`src/rtl/srl_pkg.sv`:
```
// ----------------------------------------------------------------------------
// srl_pkg: shared types and constants of the segmented RMS loudness meter
// Holds the sequencer state type, the command and status bundles between
// sequencer and datapath, the register indexes and the format codes.
// ----------------------------------------------------------------------------
`default_nettype none

package srl_pkg;

	// Field and datapath widths
	localparam int WORD_W  = 32;
	localparam int LEVEL_W = 16;
	localparam int CFG_IDX_W = 2;
	localparam int CFG_DAT_W = 16;
	localparam int FMT_W   = 2;
	localparam int CNT_W   = 16;
	localparam int SUM_W   = 47;
	localparam int MAG_W   = 17;
	localparam int SQ_W    = 2 * MAG_W;
	localparam int ROOT_W  = (SUM_W + 1) / 2;
	localparam int RREM_W  = ROOT_W + 3;
	localparam int DREM_W  = CNT_W + 1;
	localparam int ITER_W  = 6;

	// One quotient bit per divide step, one root bit per root step
	localparam int DIV_STEPS  = SUM_W;
	localparam int ROOT_STEPS = ROOT_W;

	// Full-scale magnitude in units of 1/32768
	localparam logic [MAG_W-1:0] MAG_FULL = 17'd32768;

	// Register indexes of the configuration port
	localparam logic [CFG_IDX_W-1:0] REG_SAMPLE_FORMAT  = 2'd0;
	localparam logic [CFG_IDX_W-1:0] REG_SEGMENT_LENGTH = 2'd1;

	// Reset values of the registers
	localparam logic [FMT_W-1:0] FMT_RESET = 2'd1;
	localparam logic [CNT_W-1:0] LEN_RESET = 16'd1470;

	// Sample format codes
	localparam logic [FMT_W-1:0] FMT_U8  = 2'd0;
	localparam logic [FMT_W-1:0] FMT_S16 = 2'd1;
	localparam logic [FMT_W-1:0] FMT_F32 = 2'd2;

	// Sequencer states
	typedef enum logic [2:0] {
		ST_IDLE,
		ST_MUL,
		ST_ACC,
		ST_DIV,
		ST_ROOT_LD,
		ST_ROOT,
		ST_OUT
	} state_t;

	// Commands from the sequencer to the datapath
	typedef struct packed {
		logic load_in;
		logic do_mul;
		logic do_acc;
		logic div_step;
		logic root_load;
		logic root_step;
		logic out_load;
	} cmd_t;

	// Status from the datapath to the sequencer
	typedef struct packed {
		logic seg_end;
		logic out_free;
	} sts_t;

endpackage

`default_nettype wire

```
`src/rtl/srl_if.sv`:
```
// ----------------------------------------------------------------------------
// srl_if: channel interfaces of the segmented RMS loudness meter
// Sample input channel, level output channel and configuration write
// channel, each with valid, ready and payload.
// ----------------------------------------------------------------------------
`default_nettype none

interface srl_in_if import srl_pkg::*; ();
	logic              valid;
	logic              ready;
	logic [WORD_W-1:0] sample_word;

	modport source (output valid, output sample_word, input ready);
	modport sink   (input valid, input sample_word, output ready);
endinterface

interface srl_out_if import srl_pkg::*; ();
	logic               valid;
	logic               ready;
	logic [LEVEL_W-1:0] rms_level;

	modport source (output valid, output rms_level, input ready);
	modport sink   (input valid, input rms_level, output ready);
endinterface

interface srl_cfg_if import srl_pkg::*; ();
	logic                 valid;
	logic                 ready;
	logic [CFG_IDX_W-1:0] index;
	logic [CFG_DAT_W-1:0] data;

	modport source (output valid, output index, output data, input ready);
	modport sink   (input valid, input index, input data, output ready);
endinterface

`default_nettype wire

```
`src/rtl/srl_ctrl.sv`:
```
// ----------------------------------------------------------------------------
// srl_ctrl: sequencer of the segmented RMS loudness meter
// Steps one sample through square and accumulate, and at a segment end
// through the iterative divide, the iterative root and the output register.
// ----------------------------------------------------------------------------
`default_nettype none

module srl_ctrl import srl_pkg::*; (
	input  wire logic clk,
	input  wire logic arst_n,
	input  wire logic in_valid,
	output logic      in_ready,
	input  wire sts_t sts,
	output cmd_t      cmd
);

	state_t            state_q;
	state_t            state_d;
	logic [ITER_W-1:0] iter_q;

	// State register
	always_ff @(posedge clk or negedge arst_n) begin
		if (!arst_n) begin
			state_q <= ST_IDLE;
		end else begin
			state_q <= state_d;
		end
	end

	// Step counter, restarted on every state change
	always_ff @(posedge clk or negedge arst_n) begin
		if (!arst_n) begin
			iter_q <= '0;
		end else if (state_q != state_d) begin
			iter_q <= '0;
		end else begin
			iter_q <= iter_q + ITER_W'(1);
		end
	end

	// Next state
	always_comb begin
		state_d = state_q;
		case (state_q)
			ST_IDLE: begin
				if (in_valid) begin
					state_d = ST_MUL;
				end
			end
			ST_MUL: begin
				state_d = ST_ACC;
			end
			ST_ACC: begin
				state_d = sts.seg_end ? ST_DIV : ST_IDLE;
			end
			ST_DIV: begin
				if (iter_q == ITER_W'(DIV_STEPS - 1)) begin
					state_d = ST_ROOT_LD;
				end
			end
			ST_ROOT_LD: begin
				state_d = ST_ROOT;
			end
			ST_ROOT: begin
				if (iter_q == ITER_W'(ROOT_STEPS - 1)) begin
					state_d = ST_OUT;
				end
			end
			ST_OUT: begin
				if (sts.out_free) begin
					state_d = ST_IDLE;
				end
			end
			default: begin
				state_d = ST_IDLE;
			end
		endcase
	end

	// Commands
	always_comb begin
		cmd      = '0;
		in_ready = 1'b0;
		case (state_q)
			ST_IDLE: begin
				in_ready    = 1'b1;
				cmd.load_in = in_valid;
			end
			ST_MUL: begin
				cmd.do_mul = 1'b1;
			end
			ST_ACC: begin
				cmd.do_acc = 1'b1;
			end
			ST_DIV: begin
				cmd.div_step = 1'b1;
			end
			ST_ROOT_LD: begin
				cmd.root_load = 1'b1;
			end
			ST_ROOT: begin
				cmd.root_step = 1'b1;
			end
			ST_OUT: begin
				cmd.out_load = sts.out_free;
			end
			default: begin
				cmd = '0;
			end
		endcase
	end

	// The divide never runs past its last quotient bit.
	a_div_bound: assert property (@(posedge clk) disable iff (!arst_n)
		(state_q == ST_DIV) |-> (iter_q < ITER_W'(DIV_STEPS)))
		else $error("divide ran past its last step");

	// A segment end always starts the divide.
	a_seg_div: assert property (@(posedge clk) disable iff (!arst_n)
		(state_q == ST_ACC && sts.seg_end) |=> (state_q == ST_DIV))
		else $error("segment end did not start the divide");

	// An accepted sample always goes on to the squaring step.
	a_load_mul: assert property (@(posedge clk) disable iff (!arst_n)
		cmd.load_in |=> (state_q == ST_MUL))
		else $error("accepted sample was not squared");

endmodule

`default_nettype wire

```
`src/rtl/srl_dp.sv`:
```
// ----------------------------------------------------------------------------
// srl_dp: datapath of the segmented RMS loudness meter
// Sample conversion, squaring, accumulation, a restoring divider, a
// digit-by-digit square root with rounding, the output register and the
// configuration registers.
// ----------------------------------------------------------------------------
`default_nettype none

module srl_dp import srl_pkg::*; (
	input  wire logic              clk,
	input  wire logic              arst_n,
	input  wire cmd_t              cmd,
	output sts_t                   sts,
	input  wire logic [WORD_W-1:0] in_word,
	srl_cfg_if.sink                cfg,
	srl_out_if.source              levels
);

	// Magnitude of a float32 pattern in units of 1/32768, clamped to full scale
	function automatic logic [MAG_W-1:0] float_mag(input logic [WORD_W-1:0] w);
		logic [7:0]  e;
		logic [22:0] m;
		logic [7:0]  sh;
		logic [24:0] mant;
		logic [24:0] rnd;
		logic [MAG_W-1:0] res;
		e    = w[30:23];
		m    = w[22:0];
		sh   = 8'd135 - e;
		mant = {2'b01, m};
		rnd  = mant + (25'd1 << (sh[4:0] - 5'd1));
		if (e == 8'hFF && m != 23'd0) begin
			res = '0;
		end else if (e >= 8'd127) begin
			res = MAG_FULL;
		end else if (e == 8'd0 || sh >= 8'd25) begin
			res = '0;
		end else begin
			res = MAG_W'(rnd >> sh[4:0]);
		end
		return res;
	endfunction

	// Magnitude of the converted sample; an unused format code reads as zero
	function automatic logic [MAG_W-1:0] sample_mag(input logic [WORD_W-1:0] w,
			input logic [FMT_W-1:0] fmt);
		logic [7:0]        b;
		logic signed [8:0] v9;
		logic [8:0]        a9;
		logic signed [16:0] h17;
		logic [16:0]       a17;
		logic [MAG_W-1:0]  res;
		b   = w[7:0] ^ 8'h80;
		v9  = {b[7], b};
		a9  = v9[8] ? 9'(-v9) : 9'(v9);
		h17 = {w[15], w[15:0]};
		a17 = h17[16] ? 17'(-h17) : 17'(h17);
		case (fmt)
			FMT_U8:  res = {a9, 8'b0};
			FMT_S16: res = a17;
			FMT_F32: res = float_mag(w);
			default: res = '0;
		endcase
		return res;
	endfunction

	logic [FMT_W-1:0]  fmt_q;
	logic [CNT_W-1:0]  len_q;
	logic [MAG_W-1:0]  mag_s1;
	logic [SQ_W-1:0]   sq_s2;
	logic [SUM_W-1:0]  sum_q;
	logic [CNT_W-1:0]  cnt_q;
	logic [SUM_W-1:0]  sum_nxt;
	logic [CNT_W-1:0]  cnt_nxt;
	logic [CNT_W-1:0]  len_eff;
	logic              seg_end;
	logic [SUM_W-1:0]  dvd_q;
	logic [DREM_W-1:0] drem_q;
	logic [CNT_W-1:0]  dvs_q;
	logic [DREM_W-1:0] drem_sh;
	logic              dge;
	logic [2*ROOT_W-1:0] rx_q;
	logic [ROOT_W-1:0] root_q;
	logic [RREM_W-1:0] rrem_q;
	logic [RREM_W-1:0] rrem_sh;
	logic [RREM_W-1:0] trial;
	logic              rge;
	logic [ROOT_W-1:0] root_rnd;
	logic [LEVEL_W-1:0] level_q;
	logic              out_valid_q;

	// Configuration registers, always ready
	assign cfg.ready = 1'b1;

	always_ff @(posedge clk or negedge arst_n) begin
		if (!arst_n) begin
			fmt_q <= FMT_RESET;
			len_q <= LEN_RESET;
		end else if (cfg.valid) begin
			case (cfg.index)
				REG_SAMPLE_FORMAT:  fmt_q <= cfg.data[FMT_W-1:0];
				REG_SEGMENT_LENGTH: len_q <= cfg.data;
				default: begin
				end
			endcase
		end
	end

	// Conversion on the accepted beat, then squaring
	always_ff @(posedge clk) begin
		if (cmd.load_in) begin
			mag_s1 <= sample_mag(in_word, fmt_q);
		end
		if (cmd.do_mul) begin
			sq_s2 <= mag_s1 * mag_s1;
		end
	end

	// Accumulation and segment end detection
	assign sum_nxt = sum_q + SUM_W'(sq_s2);
	assign cnt_nxt = cnt_q + CNT_W'(1);
	assign len_eff = (len_q == '0) ? CNT_W'(1) : len_q;
	assign seg_end = (cnt_nxt != '0) && (cnt_nxt >= len_eff);

	always_ff @(posedge clk or negedge arst_n) begin
		if (!arst_n) begin
			sum_q <= '0;
			cnt_q <= '0;
		end else if (cmd.do_acc) begin
			if (seg_end) begin
				sum_q <= '0;
				cnt_q <= '0;
			end else begin
				sum_q <= sum_nxt;
				cnt_q <= cnt_nxt;
			end
		end
	end

	// Restoring divider, one quotient bit per step shifted into the dividend
	assign drem_sh = {drem_q[DREM_W-2:0], dvd_q[SUM_W-1]};
	assign dge     = drem_sh >= {1'b0, dvs_q};

	always_ff @(posedge clk) begin
		if (cmd.do_acc && seg_end) begin
			dvd_q  <= sum_nxt;
			drem_q <= '0;
			dvs_q  <= cnt_nxt;
		end else if (cmd.div_step) begin
			drem_q <= dge ? (drem_sh - {1'b0, dvs_q}) : drem_sh;
			dvd_q  <= {dvd_q[SUM_W-2:0], dge};
		end
	end

	// Square root, one root bit per step from two radicand bits
	assign rrem_sh = {rrem_q[RREM_W-3:0], rx_q[2*ROOT_W-1 -: 2]};
	assign trial   = {1'b0, root_q, 2'b01};
	assign rge     = rrem_sh >= trial;

	always_ff @(posedge clk) begin
		if (cmd.root_load) begin
			rx_q   <= (2*ROOT_W)'(dvd_q);
			root_q <= '0;
			rrem_q <= '0;
		end else if (cmd.root_step) begin
			rx_q   <= {rx_q[2*ROOT_W-3:0], 2'b00};
			rrem_q <= rge ? (rrem_sh - trial) : rrem_sh;
			root_q <= {root_q[ROOT_W-2:0], rge};
		end
	end

	// Round to nearest: the remainder is the mean minus the floored root squared
	assign root_rnd = root_q + ROOT_W'(rrem_q > RREM_W'(root_q));

	// Output register
	assign sts.out_free = !out_valid_q || levels.ready;
	assign sts.seg_end  = seg_end;

	always_ff @(posedge clk) begin
		if (cmd.out_load) begin
			level_q <= root_rnd[LEVEL_W-1:0];
		end
	end

	always_ff @(posedge clk or negedge arst_n) begin
		if (!arst_n) begin
			out_valid_q <= 1'b0;
		end else if (cmd.out_load) begin
			out_valid_q <= 1'b1;
		end else if (levels.ready) begin
			out_valid_q <= 1'b0;
		end
	end

	assign levels.valid     = out_valid_q;
	assign levels.rms_level = level_q;

	// A segment end leaves an empty segment behind.
	a_seg_clear: assert property (@(posedge clk) disable iff (!arst_n)
		(cmd.do_acc && seg_end) |=> (cnt_q == '0 && sum_q == '0))
		else $error("segment end did not clear the accumulator");

	// A level never exceeds full scale.
	a_level_range: assert property (@(posedge clk) disable iff (!arst_n)
		out_valid_q |-> (level_q <= LEVEL_W'(MAG_FULL)))
		else $error("level above full scale");

	// A waiting level is never overwritten before it is taken.
	a_no_overwrite: assert property (@(posedge clk) disable iff (!arst_n)
		(cmd.out_load && out_valid_q) |-> levels.ready)
		else $error("waiting level overwritten");

endmodule

`default_nettype wire

```
`src/rtl/segmented_rms_loudness.sv`:
```
// ----------------------------------------------------------------------------
// segmented_rms_loudness: windowed RMS level meter
// Converts each sample to a fraction of full scale, sums the squares over a
// segment and delivers the rounded root of the floored mean per segment.
// ----------------------------------------------------------------------------
//
//   Channel   Dir   Payload                 Beat
//   samples   in    sample_word[31:0]       one raw sample
//   levels    out   rms_level[15:0]         one segment level
//   cfg       in    index[1:0], data[15:0]  one register write
//
// A sample passes through accept and convert, square and accumulate in turn,
// since the single multiplier and the wide accumulator add are separate steps.
// The last sample of a segment adds 47 divide steps, one root load and 24
// root steps, one bit each, then the load of the output
// register, which waits only while a previous level has not been taken.
// Reset clears the sum, the count and the registers to their reset values.
//
`default_nettype none

module segmented_rms_loudness import srl_pkg::*; (
	input  wire logic clk,
	input  wire logic arst_n,
	srl_in_if.sink    samples,
	srl_out_if.source levels,
	srl_cfg_if.sink   cfg
);

	cmd_t cmd;
	sts_t sts;
	logic in_ready;

	assign samples.ready = in_ready;

	srl_ctrl u_ctrl (
		.clk      (clk),
		.arst_n   (arst_n),
		.in_valid (samples.valid),
		.in_ready (in_ready),
		.sts      (sts),
		.cmd      (cmd)
	);

	srl_dp u_dp (
		.clk     (clk),
		.arst_n  (arst_n),
		.cmd     (cmd),
		.sts     (sts),
		.in_word (samples.sample_word),
		.cfg     (cfg),
		.levels  (levels)
	);

endmodule

`default_nettype wire
```
`src/flat_wrapper.sv`:
```
// flat-port wrapper written by rule: the top's interface ports become plain ports
module segmented_rms_loudness_flat import srl_pkg::*;
  (clk, arst_n, samples_valid, samples_sample_word, samples_ready, levels_valid, levels_rms_level, levels_ready, cfg_valid, cfg_index, cfg_data, cfg_ready);
  srl_in_if samples_i ();
  srl_out_if levels_i ();
  srl_cfg_if cfg_i ();
  input  wire logic clk;
  input  wire logic arst_n;
  input wire logic [$bits(samples_i.valid)-1:0] samples_valid;
  input wire logic [$bits(samples_i.sample_word)-1:0] samples_sample_word;
  output wire logic [$bits(samples_i.ready)-1:0] samples_ready;
  output wire logic [$bits(levels_i.valid)-1:0] levels_valid;
  output wire logic [$bits(levels_i.rms_level)-1:0] levels_rms_level;
  input wire logic [$bits(levels_i.ready)-1:0] levels_ready;
  input wire logic [$bits(cfg_i.valid)-1:0] cfg_valid;
  input wire logic [$bits(cfg_i.index)-1:0] cfg_index;
  input wire logic [$bits(cfg_i.data)-1:0] cfg_data;
  output wire logic [$bits(cfg_i.ready)-1:0] cfg_ready;
  assign samples_i.valid = samples_valid;
  assign samples_i.sample_word = samples_sample_word;
  assign samples_ready = samples_i.ready;
  assign levels_valid = levels_i.valid;
  assign levels_rms_level = levels_i.rms_level;
  assign levels_i.ready = levels_ready;
  assign cfg_i.valid = cfg_valid;
  assign cfg_i.index = cfg_index;
  assign cfg_i.data = cfg_data;
  assign cfg_ready = cfg_i.ready;
  segmented_rms_loudness u_core (.clk(clk), .arst_n(arst_n), .samples(samples_i), .levels(levels_i), .cfg(cfg_i));
endmodule
```
`config.mk`:
```
export PLATFORM = sky130hd
export DESIGN_NAME = segmented_rms_loudness_flat
export DESIGN_NICKNAME = d
export VERILOG_FILES = /design/src/rtl/srl_pkg.sv /design/src/rtl/srl_if.sv /design/src/rtl/srl_ctrl.sv /design/src/rtl/srl_dp.sv /design/src/rtl/segmented_rms_loudness.sv /design/src/flat_wrapper.sv
export SDC_FILE = /design/constraint.sdc
export NUM_CORES = 1
export LEC_CHECK = 0
export ABC_AREA = 1
export BUFFER_PORTS_ARGS = -buffer_cell sky130_fd_sc_hd__buf_4
export CAP_MARGIN = 30
export CORE_AREA = 5 5 229 398
export CTS_BUF_LIST = sky130_fd_sc_hd__clkbuf_8
export CTS_CLUSTER_SIZE = 25
export DETAILED_ROUTE_END_ITERATION = 6
export DIE_AREA = 0 0 234 403
export PLACE_DENSITY_LB_ADDON = 0.12
export SLEW_MARGIN = 25
export SYNTH_ARGS = -nofsm -noshare
export SYNTH_HDL_FRONTEND = slang
export SYNTH_HIERARCHICAL = 1
export SYNTH_SLANG_ARGS = --single-unit
```
`constraint.sdc`:
```
create_clock -name clk -period 14.6 [get_ports clk]
set_input_delay 2.19 -clock clk [delete_from_list [all_inputs] [get_ports clk]]
set_output_delay 2.19 -clock clk [all_outputs]
set_load 0.05 [all_outputs]
```
==> results.json <==
{
  "antenna_found_initial": 1,
  "fill_cells": 9453,
  "crit_type": "reg2reg",
  "worst_slack_ns": 7.85,
  "drt-pass1-iter-count": 6,
  "yosysSeqAreaShare_pct": 29.5,
  "min_path_cells": 2,
  "cts_setup_buffers": 0,
  "worst_pin_slew_ns": 0.912,
  "fp.coreArea_mm2": 0.0876,
  "die_h_um": 403,
  "clk_latency_ns": 0.69,
  "critical_path.cell_chain": "nand2_1 -> fa_1 -> inv_1 -> fa_1 -> inv_1 -> fa_1 -> inv_1 -> fa_1 -> fa_1 -> inv_1 -> fa_1 -> inv_1 -> ha_1 -> nand2_1 -> nor2_1 -> inv_1 -> nor3_1 -> nand3_1 -> nand4_1 -> nand2_1 -> nand2_1 -> nand2_1 -> nand2_1 -> xor2_1",
  "groute.usage.overall_pct": 19.2,
  "outcome": "finished, final reports clean",
  "place_ws_ns": 7.79,
  "nets": 4472,
  "gr-total-overflow": 0,
  "grt_pass1_wl_um": 143000,
  "multi_input_area_mm2": 0.0183,
  "ys_top_cells_by_area": "edfxtp_1 17%, fa_1 13%, nand2_1 13%",
  "rows": 144,
  "fmax_mhz": 148,
  "drive_above_1_share_pct": 5.70,
  "syn_nets": 4438,
  "final.setup.tns_ns": 0,
  "synth-main-ff-cell": "edfxtp_1",
  "r2r_slack_ns": 7.85,
  "clock_sinks": 335,
  "ys_ff_latch": 335,
  "vias": 25500,
  "io-pin-count": 74,
  "final_hold_viol_count": 0,
  "cp_data_required_time_ns": 14.99,
  "post-dp-hpwl_um": 74100,
  "fin_skew_ns": 0.0660,
  "synth.distinct_cells": 58,
  "drc": 0,
  "hp-start": "u_core/u_dp/rrem_q[23]",
  "drtAntennaViolNets": 0,
  "htree_levels": 2,
  "die_area_mm2": 0.0943,
  "max_stage_delay_ns": 0.94,
  "cp_top_family": "adder cells",
  "cts_tree": "built",
  "path_clk_slew_ns": 0.07,
  "wl_per_cell_um": 17.4,
  "cp_slowest_cell": "edfxtp_1",
  "place.gp.congestion": 0.960,
  "ys_warn_count": 6,
  "period_needed_ns": 6.75,
  "synthCells": 3956,
  "drt_wl_total_um": 90600,
  "synth_edf_count": 176,
  "start_util_pct": 34.6,
  "hold_class": "reg2reg",
  "cts_hold_buf": 0,
  "hold_end": "u_core/u_dp/rrem_q[25]",
  "synth_top_area_share_pct": 17.5,
  "arrival_ns": 7.14,
  "slew_headroom_pct": 39.2,
  "yosysTopAreaCell": "edfxtp_1",
  "ctsResizeCount": 0,
  "drv_slew": 0,
  "hold_ws_ns": 0.469,
  "rsz0062_at_grt": "false",
  "drt_iter0_markers": 1230,
  "rr_worst_depth": 24,
  "grt_start_max_net_pins": 80,
  "cts_max_path_buffers": 3,
  "viasPerCell": 4.89,
  "synth_area_mm2": 0.0303,
  "cts_inserted_buffers": 52,
  "rr_startpoint": "u_core/u_dp/mag_s1[7]",
  "setup_viol_count_final": 0,
  "end_kind": "register",
  "worstReg2RegEnd": "u_core/u_dp/sq_s2[31]",
  "portBuffers": 71,
  "grt_pass1_vias": 27100,
  "ys_async_sr_fraction_pct": 27.2,
  "cp_num_buf_inv": 6,
  "critPathMaxFanout": 17,
  "ctsRootBufferMaster": "clkbuf_8",
  "start_kind": "register",
  "regArea_mm2": 0.00893,
  "die_w_um": 234,
  "area_delta_synth_final_pct": 9.55,
  "avgSynthCellArea_um2": 7.65,
  "cap_violations": 0,
  "fin_crit_sh_pct": 46.2
}
-- tightest hold or removal path: stages (launching register included) --
cell      delay, ns
dfxtp_1        0.32
nand3_1        0.08
o211ai_1       0.09
-- synthesized netlist by cell type, drive strengths merged, types with 3 or more instances --
| cell | number |
|---|---|
| dfrtp | 82 |
| nor3 | 36 |
| o21ai | 202 |
| dfxtp | 68 |
| nand4 | 31 |
| nand2 | 1033 |
| nand3b | 18 |
| ha | 233 |
| a21o | 20 |
| o22ai | 26 |
| or2 | 8 |
| buf | 38 |
| xnor2 | 60 |
| o21a | 15 |
| o211ai | 36 |
| a21boi | 10 |
| a21oi | 184 |
| o21bai | 14 |
| a31oi | 20 |
| edfxtp | 176 |
| clkinv | 4 |
| xor2 | 93 |
| fa | 194 |
| nor2 | 249 |
| o221ai | 3 |
| nor4 | 16 |
| dfstp | 9 |
| inv | 684 |
| o31ai | 3 |
| nand3 | 288 |
| clkbuf | 84 |
-- stage by stage --
step	area [um2]	util [%]	cells
after global placement	32000	36.5	5099
after CTS	33100	37.9	5201
final	33200	37.9	5203
after floorplan	30300	-	3956
after detailed placement	32100	36.6	5103
after global routing	33200	37.9	5203
-- worst max-delay path by stage --
stage / slack, ns / endpoint / cells past startpoint / startpoint
floorplan: 8.70 / u_core/u_dp/sq_s2[25] / 24 / u_core/u_dp/mag_s1[5]
global placement: 7.62 / u_core/u_dp/sq_s2[31] / 22 / u_core/u_dp/mag_s1[2]
detailed placement: 7.79 / u_core/u_dp/sq_s2[31] / 24 / u_core/u_dp/mag_s1[7]
CTS: 7.75 / u_core/u_dp/sq_s2[31] / 24 / u_core/u_dp/mag_s1[7]
global route: 7.48 / u_core/u_dp/sq_s2[31] / 24 / u_core/u_dp/mag_s1[7]
finish: 7.85 / u_core/u_dp/sq_s2[31] / 24 / u_core/u_dp/mag_s1[7]
-- layout by cell type, fill, tap and decap left out, types with 3 or more instances in the layout --
| cell | instances |
|---|---|
| nand2_1 | 1031 |
| inv_1 | 691 |
| nand3_1 | 285 |
| nor2_1 | 244 |
| ha_1 | 233 |
| fa_1 | 194 |
| a21oi_1 | 184 |
| edfxtp_1 | 176 |
| o21ai_0 | 151 |
| buf_4 | 97 |
| xor2_1 | 93 |
| dfrtp_1 | 82 |
| dfxtp_1 | 68 |
| xnor2_1 | 60 |
| clkbuf_8 | 59 |
| o21ai_1 | 51 |
| o211ai_1 | 36 |
| nor3_1 | 33 |
| nand4_1 | 30 |
| o22ai_1 | 26 |
| a31oi_1 | 20 |
| a21o_1 | 20 |
| nand3b_1 | 18 |
| inv_2 | 17 |
| nor4_1 | 15 |
| o21a_1 | 15 |
| o21bai_1 | 14 |
| a21boi_0 | 9 |
| dfstp_2 | 9 |
| or2_2 | 8 |
| clkinv_2 | 7 |
| nor2_2 | 5 |
| bufinv_16 | 3 |
| o31ai_1 | 3 |
| o221ai_1 | 3 |
-- cells by family (layout without fill, tap and decap cells) --
kind of cell,count (synthesis),count (layout),share of synthesized area (%)
compound gates,545,545,10.2
xor+xnor,153,153,4.43
fa+ha+maj,427,427,22.5
buf+inv,810,888,10.2
flops,335,335,29.5
mux,1,1,0.0372
other cells,1,2,0.0124
simple gates,1684,1684,23.1
-- state kept, by name, summed over array words and instances, names as in the netlist --
register and cells:
u_core/u_dp/cnt_q 16, u_core/u_dp/len_q 16, u_core/u_dp/rx_q 48, u_core/u_dp/levels.valid 1, u_core/u_dp/mag_s1 17, u_core/u_ctrl/iter_q 6, u_core/u_dp/rrem_q 27, u_core/u_dp/dvd_q 47
u_core/u_dp/dvs_q 16, u_core/u_dp/sq_s2 33, u_core/u_dp/levels.rms_level 16, u_core/u_dp/fmt_q 2, u_core/u_dp/drem_q 16, u_core/u_ctrl/state_q 3, u_core/u_dp/root_q 24, u_core/u_dp/sum_q 47
-- per-layer routing --
| layer | track usage (%) | up-vias | wire length, um |
|---|---|---|---|
| met5 | 0 | - | 0 |
| met4 | 10.2 | 0 | 5900 |
| met3 | 1.46 | 228 | 1900 |
| met2 | 39.9 | 410 | 52500 |
| met1 | 17.9 | 12000 | 30300 |
| li1 | - | 12800 | - |
-- cell type report --
cell class              instances  share of cell area, %
flip-flops and latches        335                   26.9
multi-input cells            2811                   55.1
well taps                    1168                   4.41
repair buffers                102                   2.49
clock inverters                39                  0.826
inverters                     688                   7.79
diodes                          1                0.00754
clock buffers                  59                   2.45
Power is not shown: default switching activity piles up to over one toggle a cycle in this logic, so the estimate is an artifact.
